### src/rtl/rvm_pkg.sv
package rvm_pkg;

   typedef enum logic [3:0] {
      OP_NOP   = 4'h0,
      OP_SHIN  = 4'h1,
      OP_SEL1  = 4'h2,
      OP_SEL2  = 4'h3,
      OP_CLR   = 4'h4,
      OP_LOAD  = 4'h5,
      OP_STORE = 4'h6,
      OP_MOVTO = 4'h7,
      OP_JMP   = 4'h8,
      OP_JGT   = 4'h9,
      OP_JEQ   = 4'hA,
      OP_MOVFR = 4'hB,
      OP_READ  = 4'hC,
      OP_WRITE = 4'hD,
      OP_CHSEL = 4'hE,
      OP_ALU   = 4'hF
   } opcode_type;

   typedef enum logic [3:0] {
      ALU_ADD = 4'h0,
      ALU_SUB = 4'h1,
      ALU_MUL = 4'h2,
      ALU_DIV = 4'h3,
      ALU_MOD = 4'h4,
      ALU_NOT = 4'h5,
      ALU_AND = 4'h6,
      ALU_OR  = 4'h7,
      ALU_SHL = 4'h8,
      ALU_SAR = 4'h9,
      ALU_C0A = 4'hA,
      ALU_C1B = 4'hB,
      ALU_C0C = 4'hC,
      ALU_C1D = 4'hD,
      ALU_C0E = 4'hE,
      ALU_CMF = 4'hF
   } alu_op_type;

   typedef enum logic [2:0] {
      OUT_OK      = 3'd0,
      OUT_HALT    = 3'd1,
      OUT_ILLEGAL = 3'd2,
      OUT_CLOSED  = 3'd3,
      OUT_STOP    = 3'd4
   } outcome_type;

   typedef enum logic [2:0] {
      ST_IDLE,
      ST_EXEC,
      ST_DIV,
      ST_MEMRD,
      ST_DONE
   } state_type;

   localparam logic CSR_SOURCE = 1'b0;
   localparam logic CSR_SINK   = 1'b1;
   localparam logic [3:0] HALT_OPERAND = 4'hF;
   localparam logic [3:0] LINK_REG = 4'hF;

   // divider control from sequencer
   typedef struct packed {
      logic start;
      logic is_mod;
   } div_ctl_type;

   typedef struct packed {
      logic done;
      logic bad;
   } div_sts_type;

endpackage

### src/rtl/rvm_divider.sv
module rvm_divider
   import rvm_pkg::*;
(
   input  logic               clock,
   input  logic               reset,
   input  div_ctl_type        ctl,
   input  logic signed [31:0] dividend,
   input  logic signed [31:0] divisor,
   output div_sts_type        sts,
   output logic [31:0]        result
);

   logic        busy_ff, busy_in;
   logic [4:0]  count_ff, count_in;
   logic [31:0] quo_ff, quo_in;
   logic [32:0] rem_ff, rem_in;
   logic [31:0] den_ff, den_in;
   logic        nq_ff, nq_in, nr_ff, nr_in, mod_ff, mod_in;
   logic        done_ff, done_in, bad_ff, bad_in;
   logic [32:0] trial;
   logic [31:0] ua, ub;

   // one quotient bit per cycle, restoring division on magnitudes
   always_comb begin
      ua = dividend[31] ? 32'(-dividend) : 32'(dividend);
      ub = divisor[31] ? 32'(-divisor) : 32'(divisor);
      trial = {rem_ff[31:0], quo_ff[31]} - {1'b0, den_ff};
      busy_in = busy_ff; count_in = count_ff; quo_in = quo_ff; rem_in = rem_ff;
      den_in = den_ff; nq_in = nq_ff; nr_in = nr_ff; mod_in = mod_ff;
      done_in = 1'b0; bad_in = bad_ff;
      if (ctl.start) begin
         if (divisor == 32'sd0 || (dividend == 32'sh8000_0000 && divisor == -32'sd1)) begin
            done_in = 1'b1; bad_in = 1'b1; quo_in = '0; rem_in = '0;
            nq_in = 1'b0; nr_in = 1'b0; mod_in = ctl.is_mod;
         end else begin
            busy_in = 1'b1; count_in = '0; bad_in = 1'b0;
            quo_in = ua; rem_in = '0; den_in = ub; mod_in = ctl.is_mod;
            nq_in = dividend[31] ^ divisor[31]; nr_in = dividend[31];
         end
      end else if (busy_ff) begin
         if (!trial[32]) begin
            rem_in = trial;
            quo_in = {quo_ff[30:0], 1'b1};
         end else begin
            rem_in = {rem_ff[31:0], quo_ff[31]};
            quo_in = {quo_ff[30:0], 1'b0};
         end
         count_in = 5'(count_ff + 5'd1);
         if (count_ff == 5'd31) begin
            busy_in = 1'b0; done_in = 1'b1;
         end
      end
   end

   always_ff @(posedge clock) begin
      if (reset) begin
         busy_ff <= 1'b0; done_ff <= 1'b0; bad_ff <= 1'b0;
      end else begin
         busy_ff <= busy_in; done_ff <= done_in; bad_ff <= bad_in;
      end
      count_ff <= count_in; quo_ff <= quo_in; rem_ff <= rem_in; den_ff <= den_in;
      nq_ff <= nq_in; nr_ff <= nr_in; mod_ff <= mod_in;
   end

   always_comb begin
      sts.done = done_ff;
      sts.bad  = bad_ff;
      if (mod_ff) result = nr_ff ? 32'(-rem_ff[31:0]) : rem_ff[31:0];
      else result = nq_ff ? 32'(-quo_ff) : quo_ff;
   end

`ifndef ASSERT_OFF
   a_no_restart: assert property (@(posedge clock) disable iff (reset)
      busy_ff |-> !ctl.start) else $error("divider restarted while busy");
   a_done_pulse: assert property (@(posedge clock) disable iff (reset)
      done_ff |=> !done_ff) else $error("done held");
   a_bad_zero: assert property (@(posedge clock) disable iff (reset)
      (done_ff && bad_ff) |-> (quo_ff == '0 && rem_ff == '0)) else $error("bad not zero");
`endif

endmodule

### config.mk
export PLATFORM = sky130hd
export DESIGN_NAME = rvm_divider
export DESIGN_NICKNAME = d
export VERILOG_FILES = /design/src/rtl/rvm_pkg.sv /design/src/rtl/rvm_divider.sv
export SDC_FILE = /design/constraint.sdc
export NUM_CORES = 1
export LEC_CHECK = 0
export ABC_CLOCK_PERIOD_IN_PS = 9200
export BUFFER_PORTS_ARGS = -buffer_cell sky130_fd_sc_hd__clkbuf_2
export CAP_MARGIN = 20
export CORE_MARGIN = 5
export CORE_UTILIZATION = 50
export DETAILED_ROUTE_END_ITERATION = 10
export PLACE_DENSITY = 0.73
export SLEW_MARGIN = 5
export SYNTH_ARGS = -nofsm -noshare
export SYNTH_HDL_FRONTEND = slang
export SYNTH_SLANG_ARGS = --single-unit
### constraint.sdc
create_clock -name clock -period 9.2 [get_ports clock]
set_input_delay 0.46 -clock clock [delete_from_list [all_inputs] [get_ports clock]]
set_output_delay 0.46 -clock clock [all_outputs]
set_load 0.05 [all_outputs]
# Yosys cells after proc, flatten, opt, wreduce, memory -nomap -nowiden
# Cells that the tools add are included.
dict set report totals {
  out_inout_bits 34
  input_bits 68
  ff_bits 107
  elab_cells 50
}
dict set report classes {
  muxes 21
  eq_ne 4
  reduce_logical 6
  bitwise 2
  add_sub_neg 6
}
# cell n
set op_table {}
lappend op_table {{32-bit two-way mux} 8}
lappend op_table {{32-bit negator} 4}
lappend op_table {{33-bit by 32-bit subtractor with 33-bit output} 1}
lappend op_table {{32-bit by 1-bit equality test with 1-bit output, second input constant} 1}
lappend op_table {{32-bit equality test, second input constant} 1}
lappend op_table {{32-bit zero test} 1}
lappend op_table {{31-bit two-way mux} 1}
lappend op_table {{5-bit two-way mux} 3}
lappend op_table {{1-bit two-way mux} 9}
lappend op_table {{5-bit by 1-bit adder with 5-bit output, second input constant} 1}
lappend op_table {{5-bit equality test, second input constant} 1}
lappend op_table {{2-bit AND reduction} 2}
lappend op_table {{2-bit != test, second input constant} 1}
lappend op_table {{2-bit nonzero test} 1}
lappend op_table {{1-bit logical AND} 1}
lappend op_table {{1-bit logical OR} 1}
lappend op_table {{1-bit inverter} 1}
lappend op_table {{1-bit bitwise XOR} 1}

# Depth between registers and ports, before layout
# Gate-level depths: netlist of the first run.
dict set report logic_depth {
  depth_word 5
  ltp_mapped 13
  depth_no_buf 12
}

# Worst setup path before layout of the first run
# OpenSTA, ideal clock, no wires.
dict set report synth_path {
  path_type {reg-to-output}
  startpoint {reg quo_ff[6]}
  endpoint {out result[28]}
  t_arrival_ps 3766
  setup_slack_ps 4974
  path_buffers 0
  path_stages_with_launch 9
  t_required_ps 8740
  cell_sequence {edfxtp_1 nor4_4 nand4_1 or4_1 or4_1 or4_1 o31ai_1 xnor2_1 o21ai_0}
}
dict set report synth_via {
  elab_chain_cells 3
}
# element line
set synth_rtl {}
lappend synth_rtl {{start: declaration} rvm_divider.sv:15} ;# logic [31:0] quo_ff, quo_in;
lappend synth_rtl {{start signal: assignment} rvm_divider.sv:61} ;# count_ff <= count_in; quo_ff <= quo_in; rem_ff <= rem_in; den_ff <= den_in;
lappend synth_rtl {{32-bit negator} rvm_divider.sv:69} ;# else result = nq_ff ? 32'(-quo_ff) : quo_ff;
lappend synth_rtl {{32-bit two-way mux} rvm_divider.sv:69}
lappend synth_rtl {{32-bit two-way mux} rvm_divider.sv:68} ;# if (mod_ff) result = nr_ff ? 32'(-rem_ff[31:0]) : rem_ff[31:0];
lappend synth_rtl {{end: declaration} rvm_divider.sv:10} ;# output logic [31:0] result
# Every way passes these cells.

# Final worst setup path of the first run
dict set report layout_path {
  startpoint {reg quo_ff[5]}
  endpoint {out result[31]}
}
# Same word-level chain as after synthesis.

==> results of run 1 <==
## through the flow
step	hold slack [ps]	utilization, %	area [um^2]	setup WS, ps	cells
CTS	271	55.6	9880	4540	1384
global route	275	55.6	9880	4140	1384
finish	281	55.6	9880	4390	1384
detailed placement	502	53.9	9580	4950	1368
global placement	496	53.9	9580	4880	1368
floorplan	472	-	8960	4970	1083
## where the power goes
group	switching, mW	internal, mW
Sequential	0.0610	0.572
Clock	0.188	0.217
Combinational	0.422	0.226
Total	0.671	1.01
## layer usage
metal	part of all wire, %	routed length [um]	vias to the layer above
met5	0	0	-
met4	2.1	503	0
met3	5.1	1230	39
met2	46	11000	263
met1	47	11200	3885
li1	-	-	4085
## cells by family (layout without fill, tap and decap cells)
logic type / Yosys count / in the layout / share of synthesized area (%)
AOI/OAI and AO/OA: 303 / 303 / 22.0
muxes: 4 / 4 / 0.447
DFF: 107 / 107 / 31.9
adders and majority gates: 40 / 40 / 5.67
and+or+nand+nor: 353 / 353 / 20.0
xor gates and xnor gates: 143 / 143 / 14.0
buffers and inverters: 133 / 205 / 5.95
## final cells by class
type / instances / area, um^2
fillers: 1685 / 7900
multi-input cells: 843 / 5570
flip-flops and latches: 107 / 2860
repair buffers: 108 / 558
inverters: 81 / 304
well taps: 229 / 287
clock buffers: 12 / 278
clock inverters: 4 / 28.8
## final timing paths
kind         slack (ps)          to  startpoint
max                4390  result[31]   quo_ff[5]
max reg2reg        4970  rem_ff[23]  quo_ff[31]
min                 280      mod_ff      ctl[0]
min reg2reg         510      bad_ff      bad_ff
## state kept, by name (all words and copies together), names as in the netlist
name and flops:
quo_ff 32, rem_ff 32, nr_ff 1, done_ff 1, den_ff 32, nq_ff 1, mod_ff 1, bad_ff 1
busy_ff 1, count_ff 5
## cells in the final DEF (no fill, tap or decap), types with 9 or more instances in the layout
master                      instances
sky130_fd_sc_hd__or3_1             10
sky130_fd_sc_hd__o31ai_1           34
sky130_fd_sc_hd__clkbuf_2         100
sky130_fd_sc_hd__clkbuf_16         10
sky130_fd_sc_hd__nand3_1           43
sky130_fd_sc_hd__o41ai_1           16
sky130_fd_sc_hd__xor2_1            39
sky130_fd_sc_hd__ha_1              39
sky130_fd_sc_hd__dfxtp_1           35
sky130_fd_sc_hd__a311oi_1          19
sky130_fd_sc_hd__a21o_1            17
sky130_fd_sc_hd__edfxtp_1          72
sky130_fd_sc_hd__or4_1             22
sky130_fd_sc_hd__nand2b_1          15
sky130_fd_sc_hd__o211ai_1           9
sky130_fd_sc_hd__nor2_1            75
sky130_fd_sc_hd__xnor2_1          104
sky130_fd_sc_hd__nor3_1            10
sky130_fd_sc_hd__inv_1             80
sky130_fd_sc_hd__o21ai_0           88
sky130_fd_sc_hd__nor4_1            10
sky130_fd_sc_hd__nand2_1          109
sky130_fd_sc_hd__a211oi_1           9
sky130_fd_sc_hd__nand4_1           17
sky130_fd_sc_hd__a21oi_1           56
==> out/metrics.yaml, run 1 <==
status:
  outcome: "complete, no violations"
grt:
  number_of_global_route_vias_before_repair: 7521
  grtUsageMet3_pct: 2.56
  antenna_found_initial: 0
  grt.busiest_layer: "met2"
  gr-total-overflow: 0
  pin_count_of_the_biggest_net_entering_global_routing: 64
  grt_first_pass_wirelength_um: 38400
  groute.layer.met2.usage_pct: 36.4
  grt.total_usage_pct: 23.1
  grtUsageMet1_pct: 33.1
yosys:
  async_reset_ff_share_pct: 0
  synth.yosys.warnings: 0
  netlist.top_cell.by_area: "sky130_fd_sc_hd__edfxtp_1"
  synth-seq-area-share_pct: 31.9
  dominantRegCellSynth: "sky130_fd_sc_hd__edfxtp_1"
  syn_area_um2: 8960
  post_synth_num_cell_types: 69
  netlist_instances: 1083
  synthTopCellsByCount: "sky130_fd_sc_hd__nand2_1, sky130_fd_sc_hd__xnor2_1, sky130_fd_sc_hd__o21ai_0"
  synth_nets: 1191
  ys_seq_elements: 107
  synth_top_cell_area_share_pct: 24.1
  synth_enable_flop_cells: 72
  synthTopCellsByArea: "sky130_fd_sc_hd__edfxtp_1, sky130_fd_sc_hd__xnor2_1, sky130_fd_sc_hd__dfxtp_1, sky130_fd_sc_hd__ha_1, sky130_fd_sc_hd__o21ai_0"
  post-synth-top-count-cell: "sky130_fd_sc_hd__nand2_1"
  avgSynthCellArea_um2: 8.27
clocking:
  holdBufCountCts: 0
  ctsHtreeMaxLevel: 3
  path_clk_slew_ps: 80
  insertion_delay_ps: 360
  cts_root_buf: "sky130_fd_sc_hd__clkbuf_16"
  cts_inserted_buffers: 9
  post_cts_resized: 0
  tritoncts: "yes"
  clock-sinks: 107
  cts-root-to-sink-buffers: 2
  cts_setup_buffers: 0
pwr:
  pwr_cell_area_nw_per_um2: 171
  max_ir_drop_vdd_mv: 0.104
  design_power_total_mw: 1.69
  power.static_leakage_nw: 3.99
drt:
  first_pass_iters: 5
  vias_per_cell: 5.98
  wirelength_um: 23900
  num_vias: 8272
  route.detailed.drc: 0
  drtAntennaViolNets: 0
  drt-initial-drc-count: 638
  avgRoutedWirePerCell_um: 17.3
hold_path:
  hold_class: "in2reg"
  worstHoldPathCells: 1
timing:
  unrepaired_setup_endpoints_after_global_routing: "false"
  report.final.setup_viol: 0
  max-slew-margin-rel_pct: 28.6
  finalClockSkew_ps: 13.1
  worstMarginPinSlew_ps: 1060
  setup_total_negative_slack_ps: 0
  final-hold-violation-count: 0
  final.period_utilization_pct: 52.3
  timing_max_transition_violations_final: 0
  timing.final.crit_period_ps: 4810
  fmaxAchievable_mhz: 208
floorplan:
  floorplan.die_area_um2: 20700
  start_util_pct: 50.4
  chipHeight_um: 144
  dieWidth_um: 144
  count_of_pins_on_the_block_boundary: 102
  floorplan.core_area_um2: 17800
  placementRows: 49
setup_path:
  crit_slowest_cell: "sky130_fd_sc_hd__or4_1"
  cp_top_family: "simple AND/OR/NAND/NOR gates"
  start_kind: "register"
  worstPathArrival_ps: 4350
  cpMostUsedCell: "sky130_fd_sc_hd__or4_1"
  critical_path_peak_fanout: 5
  ff2ff_path_depth: 13
  cp.required_ps: 8740
  timing.critical_path.cells: "nor4_4 -> nand4_1 -> or4_1 -> or4_1 -> or4_1 -> o31ai_1 -> xnor2_1 -> nor2_1 -> a21oi_1 -> clkbuf_2"
  crit_cells: 10
  critical-path-max-stage-delay_ps: 540
  setup.worst_path.class: "reg2out"
  cp_capture_type: "primary output"
  buf_inv_on_cp: 1
flow_run:
  maxCapViolCount: 0
finish:
  drive_above_1_share_pct: 12.0
  antennaDiodeCount: 0
  area_delta_synth_final_pct: 10.3
  final_nets: 1258
placement:
  place_congestion: 0.915
  detailedPlacementHpwl_um: 18500
  io_buffers: 101
Note: power is estimated with default switching activity, not from simulation.
==> run 2, diff against run 1 <==
- ABC_CLOCK_PERIOD_IN_PS: 9200 -> 4950
- clock period: 9.2 -> 4.95 ns (I/O delays scaled with it)
==> out/metrics.yaml, run 2 (synthesis gave the netlist of run 1 again) <==
status:
  outcome: "complete, no violations"
timing:
  unrepaired_setup_endpoints_after_global_routing: "false"
  timing.final.crit_period_ps: 4130
  finalClockSkew_ps: 12.1
  report.final.setup_viol: 0
  timing_max_transition_violations_final: 0
  fmaxAchievable_mhz: 242
  final-hold-violation-count: 0
  max-slew-margin-rel_pct: 28.0
  final.period_utilization_pct: 83.5
  worstMarginPinSlew_ps: 1070
  setup_total_negative_slack_ps: 0
floorplan:
  count_of_pins_on_the_block_boundary: 102
  chipHeight_um: 144
  start_util_pct: 50.4
  floorplan.core_area_um2: 17800
  floorplan.die_area_um2: 20700
  placementRows: 49
  dieWidth_um: 144
grt:
  pin_count_of_the_biggest_net_entering_global_routing: 87
  antenna_found_initial: 0
  number_of_global_route_vias_before_repair: 7532
  grt.total_usage_pct: 22.8
  gr-total-overflow: 0
  grt_first_pass_wirelength_um: 38200
drt:
  num_vias: 8162
  wirelength_um: 23600
  first_pass_iters: 5
  route.detailed.drc: 0
  drtAntennaViolNets: 0
  avgRoutedWirePerCell_um: 17.0
  vias_per_cell: 5.89
  drt-initial-drc-count: 587
setup_path:
  cp.required_ps: 4700
  cp_capture_type: "primary output"
  setup.worst_path.class: "reg2out"
  start_kind: "register"
  worstPathArrival_ps: 3880
  critical_path_peak_fanout: 5
clocking:
  cts_root_buf: "sky130_fd_sc_hd__clkbuf_16"
  cts-root-to-sink-buffers: 2
  clock-sinks: 107
  insertion_delay_ps: 360
  tritoncts: "yes"
  cts_inserted_buffers: 9
  cts_setup_buffers: 0
  path_clk_slew_ps: 80
  post_cts_resized: 0
  ctsHtreeMaxLevel: 3
  holdBufCountCts: 0
finish:
  postLayoutCellArea_um2: 9910
  drive_above_1_share_pct: 12.2
  mostFrequentLayoutCells: "sky130_fd_sc_hd__nand2_1, sky130_fd_sc_hd__xnor2_1, sky130_fd_sc_hd__clkbuf_2"
  finalCoreUtilization_pct: 55.8
  final_nets: 1260
  area_delta_synth_final_pct: 10.6
  largestRegisters: "den_ff (32), quo_ff (32), rem_ff (32)"
  final_common_cell: "sky130_fd_sc_hd__nand2_1"
  filler_cell_count: 1637
  antennaDiodeCount: 0
  finalNonFillerCells: 1386
flow_run:
  maxCapViolCount: 0
placement:
  place_congestion: 0.896
  detailedPlacementHpwl_um: 18200
  place_area_um2: 9600
  io_buffers: 101
  placedCellCount: 1369
pwr:
  design_power_total_mw: 3.12
  pwr_cell_area_nw_per_um2: 315
  clockPowerShare_pct: 23.6
  max_ir_drop_vdd_mv: 0.193
  power_report.internal_total_mw: 1.88
  netSwitchingPower_mw: 1.24
  seqPwrFrac_pct: 37.8
  switching_share_pct: 39.6
  power.static_leakage_nw: 4.01
  power.share.combinational_pct: 38.6
hold_path:
  hold_class: "in2reg"
## run 2: changes by cell type in the layout (fill, tap and decap cells not counted)
cell                         change
sky130_fd_sc_hd__clkbuf_8        -2
sky130_fd_sc_hd__buf_12          +1
sky130_fd_sc_hd__inv_6           +1
sky130_fd_sc_hd__clkinvlp_4      -1
sky130_fd_sc_hd__bufinv_16       +1
sky130_fd_sc_hd__buf_8           +1
sky130_fd_sc_hd__clkbuf_16       -1
sky130_fd_sc_hd__clkinv_4        +2
sky130_fd_sc_hd__clkinv_2        +1
sky130_fd_sc_hd__inv_4           -1
## run 2: stage by stage
stage | hold WS [ps] | worst slack [ps]
6_report | 59.1 | 819
5_1_grt | 56.3 | 496
4_1_cts | 49.2 | 814
3_5_place_dp | 432 | 774
3_3_place_gp | 427 | 870
2_1_floorplan | 317 | 936
## run 2: path summary, 6_finish.rpt
path | startpoint | to | slack (ps) | cells past startpoint
setup reg to reg | quo_ff[31] | rem_ff[9] | 900 | 13
hold / removal | ctl[0] | mod_ff | 60 | 1
setup / recovery | quo_ff[6] | result[29] | 820 | 10
hold reg to reg | bad_ff | bad_ff | 530 | 2
## run 2: layer usage
layer  GRT usage [%]  up-vias  part of all wire [%]
met3            4.39       34                   5.5
met2            36.4      188                    46
met5               0        -                     0
met4            5.50        0                   1.8
met1            32.1     3851                    46
li1                -     4089                     -
## run 2: power by group through the flow
stage,clock [mW],combinational (mW),sequential (mW)
global placement,0,1.19,1.19
global route,0.793,1.32,1.19
detailed placement,0,1.19,1.20
finish,0.738,1.20,1.18
CTS,0.751,1.20,1.18
floorplan,0,0.926,1.15
## run 2: cell type report
cell class / count / area (um^2) / share of cell area, %
clock buffer: 9 / 225 / 2.27
clock inverter: 7 / 76.3 / 0.770
inverter: 81 / 304 / 3.07
multi-input combinational: 843 / 5570 / 56.1
sequential: 107 / 2860 / 28.9
tap: 229 / 287 / 2.89
timing repair buffer: 110 / 593 / 5.98
## run 2: critical path, stage by stage, from the launching register on
cell                       delay, ps
sky130_fd_sc_hd__edfxtp_1        460
sky130_fd_sc_hd__nor4_4          430
sky130_fd_sc_hd__nand4_1         200
sky130_fd_sc_hd__or4_1           510
sky130_fd_sc_hd__or4_1           460
sky130_fd_sc_hd__or4_1           470
sky130_fd_sc_hd__o41ai_1         330
sky130_fd_sc_hd__xnor2_1         170
sky130_fd_sc_hd__nor2_1           60
sky130_fd_sc_hd__a21oi_1         140
sky130_fd_sc_hd__clkbuf_2        290
